File: src/rtl/core/sbftp_pkg.sv
// Shared types and constants for the SBUS frame to PPM channel decoder.
`default_nettype none

package sbftp_pkg;

    // Frame and channel geometry
    localparam int FRAME_BITS = 176;
    localparam int CH_BITS    = 11;
    localparam int NUM_LANES  = 9;
    localparam int NUM_PPM    = 8;

    typedef logic [11:0] t_pulse;

    // Source channel of each lane; the last lane carries the rover select channel
    typedef logic [3:0] t_src_tab [0:NUM_LANES-1];
    localparam t_src_tab SRC_OF = '{4'd2, 4'd0, 4'd4, 4'd5, 4'd10, 4'd11, 4'd6, 4'd7, 4'd8};
    localparam int SEL_LANE = 8;

    // Outputs that are mirrored around the center as 3000 - v
    localparam logic [NUM_PPM-1:0] INVERT_MASK = 8'b1100_1110;

    // Scaling: (x - 172) * 1000 / 1639 + 1000
    localparam logic [10:0] SCALE_IN_MIN  = 11'd172;
    localparam t_pulse      SCALE_OUT_MIN = 12'd1000;
    // ceil(2^32 / 1639) * 1000; exact for every magnitude up to 1875 * 1000
    localparam logic [31:0] RECIP_MUL     = 32'd2620481000;
    localparam int          RECIP_SHIFT   = 32;

    // Clamp limits and inversion base
    localparam t_pulse      PULSE_MIN   = 12'd800;
    localparam t_pulse      PULSE_MAX   = 12'd2200;
    localparam t_pulse      SEL_MIN     = 12'd1000;
    localparam t_pulse      SEL_MAX     = 12'd2000;
    localparam t_pulse      INVERT_BASE = 12'd3000;

    // Reset values of the control registers
    localparam t_pulse      EMERG_THR_RST = 12'd1700;
    localparam t_pulse      AUTO_THR_RST  = 12'd1700;
    localparam t_pulse      NEUTRAL_RST   = 12'd1500;

    // Configuration register indexes
    localparam logic [1:0]  CFG_EMERG_THR = 2'd0;
    localparam logic [1:0]  CFG_AUTO_THR  = 2'd1;
    localparam logic [1:0]  CFG_NEUTRAL   = 2'd2;

    // Mode codes
    localparam logic [2:0]  MODE_HAND       = 3'd0;
    localparam logic [2:0]  MODE_ESTOP      = 3'd1;
    localparam logic [2:0]  MODE_AUTO_NO_HB = 3'd2;
    localparam logic [2:0]  MODE_AUTO_RUN   = 3'd3;
    localparam logic [2:0]  MODE_AUTO_STALE = 3'd4;

    typedef struct packed {
        logic [63:0] payload_low;
        logic [63:0] payload_mid;
        logic [47:0] payload_high;
        logic        heartbeat_alive;
        logic        command_fresh;
        logic [11:0] auto_throttle;
        logic [11:0] auto_steering;
    } t_in_word;

    typedef struct packed {
        logic [11:0] out_ch1;
        logic [11:0] out_ch2;
        logic [11:0] out_ch3;
        logic [11:0] out_ch4;
        logic [11:0] out_ch5;
        logic [11:0] out_ch6;
        logic [11:0] out_ch7;
        logic [11:0] out_ch8;
        logic [10:0] rover_select;
        logic [11:0] ungated_throttle;
        logic [11:0] ungated_steering;
        logic [2:0]  mode_code;
    } t_out_word;

    // Control registers as seen by the merge stage
    typedef struct packed {
        t_pulse emerg_thr;
        t_pulse auto_thr;
        t_pulse neutral;
    } t_cfg;

    // Side-band fields carried alongside the lanes
    typedef struct packed {
        logic        heartbeat_alive;
        logic        command_fresh;
        logic [11:0] auto_throttle;
        logic [11:0] auto_steering;
    } t_side;

endpackage

`default_nettype wire

File: src/rtl/core/sbus_frame_to_ppm_channels.sv
// Top level: SBUS frame to PPM channel decoder with mode gating.
// Each accepted input word passes the lane and then the merge register to its result word.
// Throughput: one word per cycle unless stalled; one 11x32 reciprocal multiply per lane.
// A full pipeline with a stalled output stalls the input; an empty slot is taken at once.
// Reset (synchronous, active low) empties the pipeline and loads the control
// registers with thresholds 1700 and neutral 1500.
`default_nettype none

module sbus_frame_to_ppm_channels (
    input  wire logic                 i_clk,
    input  wire logic                 i_rst_n,
    input  wire logic                 i_in_valid,
    output logic                      o_in_stall,
    input  wire sbftp_pkg::t_in_word  i_in_word,
    output logic                      o_out_valid,
    input  wire logic                 i_out_stall,
    output sbftp_pkg::t_out_word      o_out_word,
    input  wire logic                 i_cfg_we,
    input  wire logic [1:0]           i_cfg_idx,
    input  wire logic [11:0]          i_cfg_data
);

    logic [sbftp_pkg::FRAME_BITS-1:0]           w_frame;
    sbftp_pkg::t_pulse [sbftp_pkg::NUM_LANES-1:0] w_lane_val;
    sbftp_pkg::t_cfg                            r_cfg;
    sbftp_pkg::t_side                           r_side;
    logic                                       r_v1;
    logic                                       r_v2;
    logic                                       w_en1;
    logic                                       w_en2;

    // Advance each stage when it is empty or the next one moves
    assign w_en2      = !r_v2 || !i_out_stall;
    assign w_en1      = !r_v1 || w_en2;
    assign o_in_stall = !w_en1;

    always_ff @(posedge i_clk) begin
        if (!i_rst_n) begin
            r_v1 <= 1'b0;
            r_v2 <= 1'b0;
        end else begin
            if (w_en1) begin
                r_v1 <= i_in_valid;
            end
            if (w_en2) begin
                r_v2 <= r_v1;
            end
        end
    end

    // Write the control registers; unknown indexes are dropped
    always_ff @(posedge i_clk) begin
        if (!i_rst_n) begin
            r_cfg.emerg_thr <= sbftp_pkg::EMERG_THR_RST;
            r_cfg.auto_thr  <= sbftp_pkg::AUTO_THR_RST;
            r_cfg.neutral   <= sbftp_pkg::NEUTRAL_RST;
        end else if (i_cfg_we) begin
            unique case (i_cfg_idx)
                sbftp_pkg::CFG_EMERG_THR: r_cfg.emerg_thr <= i_cfg_data;
                sbftp_pkg::CFG_AUTO_THR:  r_cfg.auto_thr  <= i_cfg_data;
                sbftp_pkg::CFG_NEUTRAL:   r_cfg.neutral   <= i_cfg_data;
                default: ;
            endcase
        end
    end

    // Carry the side-band fields alongside the lane registers
    always_ff @(posedge i_clk) begin
        if (w_en1) begin
            r_side.heartbeat_alive <= i_in_word.heartbeat_alive;
            r_side.command_fresh   <= i_in_word.command_fresh;
            r_side.auto_throttle   <= i_in_word.auto_throttle;
            r_side.auto_steering   <= i_in_word.auto_steering;
        end
    end

    // Pack the payload with byte 1 at the bottom
    assign w_frame = {i_in_word.payload_high, i_in_word.payload_mid, i_in_word.payload_low};

    // One lane per scaled channel
    for (genvar g = 0; g < sbftp_pkg::NUM_LANES; g++) begin : g_lane
        sbftp_lane u_lane (
            .i_clk   (i_clk),
            .i_en    (w_en1),
            .i_chan  (w_frame[int'(sbftp_pkg::SRC_OF[g]) * sbftp_pkg::CH_BITS +: sbftp_pkg::CH_BITS]),
            .o_value (w_lane_val[g])
        );
    end

    sbftp_merge u_merge (
        .i_clk      (i_clk),
        .i_en       (w_en2),
        .i_lane_val (w_lane_val),
        .i_cfg      (r_cfg),
        .i_side     (r_side),
        .o_word     (o_out_word)
    );

    assign o_out_valid = r_v2;

    // Input stalls only when both stages hold words and the output is blocked
    a_stall_full: assert property (@(posedge i_clk) disable iff (!i_rst_n)
        o_in_stall |-> (r_v1 && o_out_valid && i_out_stall))
        else $error("input stalled while the pipeline has room");

    // Rover select stays inside its clamp range
    a_sel_range: assert property (@(posedge i_clk) disable iff (!i_rst_n)
        o_out_valid |-> (o_out_word.rover_select >= 11'd1000 &&
                         o_out_word.rover_select <= 11'd2000))
        else $error("rover select outside clamp range");

    // Manual mode passes the ungated throttle and steering through
    a_manual_pass: assert property (@(posedge i_clk) disable iff (!i_rst_n)
        (o_out_valid && o_out_word.mode_code == sbftp_pkg::MODE_HAND) |->
        (o_out_word.out_ch1 == o_out_word.ungated_throttle &&
         o_out_word.out_ch2 == o_out_word.ungated_steering))
        else $error("manual mode altered throttle or steering");

endmodule

`default_nettype wire

File: src/rtl/core/sbftp_lane.sv
// One scaling lane: offset, constant divide by reciprocal multiply, rebias.
`default_nettype none

module sbftp_lane (
    input  wire logic                  i_clk,
    input  wire logic                  i_en,
    input  wire logic [10:0]           i_chan,
    output sbftp_pkg::t_pulse          o_value
);

    logic        n_neg;
    logic [10:0] n_mag;
    logic [42:0] n_prod;
    logic        r_neg;
    logic [10:0] r_q;

    // Take the magnitude of the offset and divide it by the reciprocal multiply
    always_comb begin
        n_neg  = i_chan < sbftp_pkg::SCALE_IN_MIN;
        n_mag  = n_neg ? (sbftp_pkg::SCALE_IN_MIN - i_chan) : (i_chan - sbftp_pkg::SCALE_IN_MIN);
        n_prod = 43'(n_mag) * 43'(sbftp_pkg::RECIP_MUL);
    end

    // Hold the quotient and sign for the merge stage
    always_ff @(posedge i_clk) begin
        if (i_en) begin
            r_neg <= n_neg;
            r_q   <= n_prod[sbftp_pkg::RECIP_SHIFT +: 11];
        end
    end

    // Rebias; truncation toward zero falls out of dividing the magnitude
    assign o_value = r_neg ? (sbftp_pkg::SCALE_OUT_MIN - {1'b0, r_q})
                           : (sbftp_pkg::SCALE_OUT_MIN + {1'b0, r_q});

endmodule

`default_nettype wire

File: src/rtl/core/sbftp_merge.sv
// Merge stage: clamp and invert lane values, decide the mode, gate throttle and steering.
`default_nettype none

module sbftp_merge (
    input  wire logic                                         i_clk,
    input  wire logic                                         i_en,
    input  wire sbftp_pkg::t_pulse [sbftp_pkg::NUM_LANES-1:0] i_lane_val,
    input  wire sbftp_pkg::t_cfg                              i_cfg,
    input  wire sbftp_pkg::t_side                             i_side,
    output sbftp_pkg::t_out_word                              o_word
);

    sbftp_pkg::t_pulse [sbftp_pkg::NUM_PPM-1:0] n_pc;
    sbftp_pkg::t_pulse                          n_clip;
    sbftp_pkg::t_pulse                          n_sel;
    sbftp_pkg::t_pulse                          n_thr;
    sbftp_pkg::t_pulse                          n_str;
    logic [2:0]                                 n_mode;
    sbftp_pkg::t_out_word                       n_word;
    sbftp_pkg::t_out_word                       r_word;

    // Clamp each lane and mirror the inverted outputs
    always_comb begin
        for (int i = 0; i < sbftp_pkg::NUM_PPM; i++) begin
            n_clip = i_lane_val[i];
            if (n_clip < sbftp_pkg::PULSE_MIN) begin
                n_clip = sbftp_pkg::PULSE_MIN;
            end else if (n_clip > sbftp_pkg::PULSE_MAX) begin
                n_clip = sbftp_pkg::PULSE_MAX;
            end
            n_pc[i] = sbftp_pkg::INVERT_MASK[i] ? (sbftp_pkg::INVERT_BASE - n_clip) : n_clip;
        end
        n_sel = i_lane_val[sbftp_pkg::SEL_LANE];
        if (n_sel < sbftp_pkg::SEL_MIN) begin
            n_sel = sbftp_pkg::SEL_MIN;
        end else if (n_sel > sbftp_pkg::SEL_MAX) begin
            n_sel = sbftp_pkg::SEL_MAX;
        end
    end

    // Decide the mode; emergency wins over the autonomous switch
    always_comb begin
        n_thr  = i_cfg.neutral;
        n_str  = i_cfg.neutral;
        priority if (n_pc[2] < i_cfg.emerg_thr) begin
            n_mode = sbftp_pkg::MODE_ESTOP;
        end else if (n_pc[3] > i_cfg.auto_thr) begin
            priority if (!i_side.heartbeat_alive) begin
                n_mode = sbftp_pkg::MODE_AUTO_NO_HB;
            end else if (i_side.command_fresh) begin
                n_mode = sbftp_pkg::MODE_AUTO_RUN;
                n_thr  = i_side.auto_throttle;
                n_str  = i_side.auto_steering;
            end else begin
                n_mode = sbftp_pkg::MODE_AUTO_STALE;
            end
        end else begin
            n_mode = sbftp_pkg::MODE_HAND;
            n_thr  = n_pc[0];
            n_str  = n_pc[1];
        end
    end

    // Assemble the result word
    always_comb begin
        n_word.out_ch1          = n_thr;
        n_word.out_ch2          = n_str;
        n_word.out_ch3          = n_pc[2];
        n_word.out_ch4          = n_pc[3];
        n_word.out_ch5          = n_pc[4];
        n_word.out_ch6          = n_pc[5];
        n_word.out_ch7          = n_pc[6];
        n_word.out_ch8          = n_pc[7];
        n_word.rover_select     = n_sel[10:0];
        n_word.ungated_throttle = n_pc[0];
        n_word.ungated_steering = n_pc[1];
        n_word.mode_code        = n_mode;
    end

    // Hold the result word until the pipeline advances
    always_ff @(posedge i_clk) begin
        if (i_en) begin
            r_word <= n_word;
        end
    end

    assign o_word = r_word;

endmodule

`default_nettype wire

File: config.mk
export PLATFORM = sky130hd
export DESIGN_NAME = sbus_frame_to_ppm_channels
export DESIGN_NICKNAME = d
export VERILOG_FILES = /design/src/rtl/core/sbftp_pkg.sv /design/src/rtl/core/sbus_frame_to_ppm_channels.sv /design/src/rtl/core/sbftp_lane.sv /design/src/rtl/core/sbftp_merge.sv
export SDC_FILE = /design/constraint.sdc
export NUM_CORES = 2
export LEC_CHECK = 0
export BUFFER_PORTS_ARGS = -buffer_cell sky130_fd_sc_hd__buf_2
export CELL_PAD_IN_SITES_DETAIL_PLACEMENT = 1
export CELL_PAD_IN_SITES_GLOBAL_PLACEMENT = 1
export CORE_UTILIZATION = 40
export DETAILED_ROUTE_END_ITERATION = 10
export PLACE_DENSITY_LB_ADDON = 0.1
export SLEW_MARGIN = 30
export SYNTH_ARGS = -nofsm -noshare
export SYNTH_HDL_FRONTEND = slang
export SYNTH_SLANG_ARGS = --single-unit
File: constraint.sdc
create_clock -name i_clk -period 12.45 [get_ports i_clk]
set_input_delay 1.8675 -clock i_clk [delete_from_list [all_inputs] [get_ports i_clk]]
set_output_delay 1.8675 -clock i_clk [all_outputs]
set_load 0.01 [all_outputs]
==> run metrics <==
outcome completed; worst slew pin tran 1.04 ns; post-DP HPWL 144,000 um; final setup fails 0; Crit path max-delay family compound AO/OA/AOI/OAI gates; Worst path slowest cell a221oi_1; Ys Warns 0; routed length per instance 18.9 um; Synth cell types 102; Tmin final 9.74 ns; Async SR Flop Fraction 0%; WP data required 12.78 ns; syn nets 8,507; DR DRC count 0; PortBufs 279; Final Hold Violating Endpoints 0; vias 43,600; flops & latches, synth 306; die area 152,000 sq um; crit-path max FO 10; antenna violations before repair 23; Vias/cell 5.03; CTS H-Tree Depth 2; vias in the first global route 47,800; Max Clk Rate 103 MHz; total clock buffers created by CTS 40; share of cells above drive strength 1 7.43%; nets@finish 8,809; DRT iter0 DRCs 1,580; core footprint 150,000 sq um; Post-synth EDFFs 268; row cnt 142; register area share after synthesis 14.6%; worst path buffer plus inverter count 5; Total Routing Usage GR 22.1%; drt pass-1 iters 5; relative slew slack 30.7%; root buffer cell clkbuf_16; synthesis-to-finish area growth 9.19%; Die X 390 um; clock buffer depth 3; post-synth top area cell fa_1; final period utilization 78.2%; IO Count 357; critical setup path kind primary input to register; GPL Wtd Cong 0.902; Post-Syn Instances 6,306; capturing element type of the critical path register; RSZ-0062 raised after global routing false; pre-CTS WS 2.14 ns; Max Cap Viol 0; Hold WC Path Type register to register; slowest stage delay, CP 0.66 ns; clock skew 0.0523 ns; critical path arrival 10.07 ns; # resized after CTS 0; Area contributors post-synth fa_1 27%, ha_1 24%, edfxtp_1 13%; # Post-CTS Setup Buffers 0; CTS Hold Buffers Added 0; Die Ht 390 um; PnR worst setup slack 2.71 ns; Clock transition at path regs 0.06 ns; Fillers 17,300; largest net degree at the start of global routing 70; mapped cell area 60,300 sq um; Starting Density 40.3%; Final Max Tran Viols 0; clock sink count 306; Setup TNS 0 ns; first-pass GRT wire length 265,000 um; gr ovfl total 0; Worst Setup Start Kind primary input; final hold slack 0.469 ns; clk_lat worst skew 0.63 ns; Synth Area per Inst 9.57 sq um; post-synth top area share 27.5%; CP dominant cell by count fa_1; main flop type after synthesis edfxtp_1; Final ANT Viol Nets 0; TritonCTS clock tree done; Routed WL 164,000 um
[synthesized netlist by cell type (17+ instances only)]
cell type / instances
a21o_1: 135
a21boi_0: 28
nor4_1: 17
o211ai_1: 24
inv_1: 1728
nand3_1: 87
mux2i_1: 25
nor2b_1: 39
o21a_1: 40
fa_1: 828
and2_1: 25
or3_1: 18
edfxtp_1: 268
a21oi_1: 264
dfxtp_1: 38
or2_2: 34
a211oi_1: 31
o21bai_1: 18
nand2b_1: 38
nor3_1: 69
xnor2_1: 173
nand4_1: 45
xor2_1: 89
ha_1: 1152
clkbuf_1: 51
nor2_1: 258
o21ai_0: 155
and3_1: 24
nand2_1: 267
o22ai_1: 36
a31oi_1: 39
[area by class of cell]
type                            count  area, sq um  share of cell area (%)
Multi-Input combinational cell   4204        44800                    68.1
Sequential cell                   306         8810                    13.4
Inverter                         1731         6500                    9.86
Tap cell                         2016         2520                    3.83
Timing Repair Buffer              325         1750                    2.65
Clock buffer                       45         1050                    1.59
Clock inverter                     28          379                   0.576
Antenna cell                       12         30.0                  0.0456
[flip-flops by register name (all words and copies together), names as in the netlist]
register and count:
g_lane.u_lane.r_neg 9, u_merge.o_word 134, r_side 26, r_v1 1, r_cfg 36, o_out_valid 1
g_lane.u_lane.r_q 99
[worst reg2reg max path, cell delays in order (launching register included)]
cell and delay (ns):
edfxtp_1 0.72, inv_1 0.27, a22o_1 0.29, a21oi_1 0.17
xnor2_1 0.32, a31oi_1 0.24, o41ai_4 0.53, and2_1 0.32
nand2_1 0.14, ha_1 0.29, nand2_1 0.11, nand2_1 0.07
nor2_1 0.11, nand3_1 0.15, a21oi_1 0.24, mux2i_1 0.27
ha_1 0.16, nand4_1 0.11, or2_2 0.32, o21ai_0 0.17
o22a_2 0.56, nand3_1 0.82, o22ai_1 0.52, a21oi_1 0.12
[cell families (layout without fill, tap and decap cells)]
logic type	count (synthesis)	in the layout	synth area share [%]
AO/OA/AOI/OAI	949	949	10.5
AND/OR/NAND/NOR	975	975	7.82
other	0	12	0
buffers and inverters	1796	2129	11.2
multiplexers	34	34	0.583
adder cells (fa/ha/maj)	1980	1980	51.4
flip-flops	306	306	14.6
XOR/XNOR	266	266	3.91
[layer usage]
| layer | up-vias | GRT usage [%] | wire, um |
|---|---|---|---|
| met2 | 623 | 36.2 | 75100 |
| met3 | 143 | 4.07 | 9350 |
| met1 | 21700 | 30.8 | 77100 |
| met5 | - | 0 | 131 |
| li1 | 21000 | - | - |
| met4 | 20 | 3.46 | 2490 |
[worst paths after layout]
| kind | startpoint | to | slack [ns] | depth (start not counted) |
|---|---|---|---|---|
| setup reg to reg | g_lane[3].u_lane.r_neg | u_merge.o_word[119] | 5.17 | 23 |
| setup / recovery | i_in_word[197] | g_lane[3].u_lane.r_q[10] | 2.71 | 29 |
| hold reg to reg | r_cfg[35] | r_cfg[35] | 0.47 | 2 |
| hold / removal | r_cfg[35] | r_cfg[35] | 0.47 | 2 |
[per-stage QoR]
stage | area, sq um | utilization (%) | instances
CTS | 65800 | 44.0 | 8655
global route | 65900 | 44.0 | 8658
finish | 65900 | 44.0 | 8667
global placement | 64400 | 43.0 | 8582
detailed placement | 64400 | 43.0 | 8582
floorplan | 60300 | - | 6306
[placed cells by master (no fill, tap or decap), types with 36 or more instances in the layout]
cell type	count
xor2_1	87
xnor2_1	171
clkbuf_16	40
inv_1	1728
nor3_1	69
o22ai_1	36
a31oi_1	39
buf_2	279
a21o_1	135
nand3_1	86
nand2_1	266
dfxtp_1	38
nand4_1	45
edfxtp_1	268
nand2b_1	38
fa_1	828
nor2b_1	39
buf_4	45
a21oi_1	264
nor2_1	257
o21ai_0	154
o21a_1	40
ha_1	1152
Power is left out: the tool's default activity adds up to more than one toggle a clock period on the data nets, which glitch-free logic cannot reach.
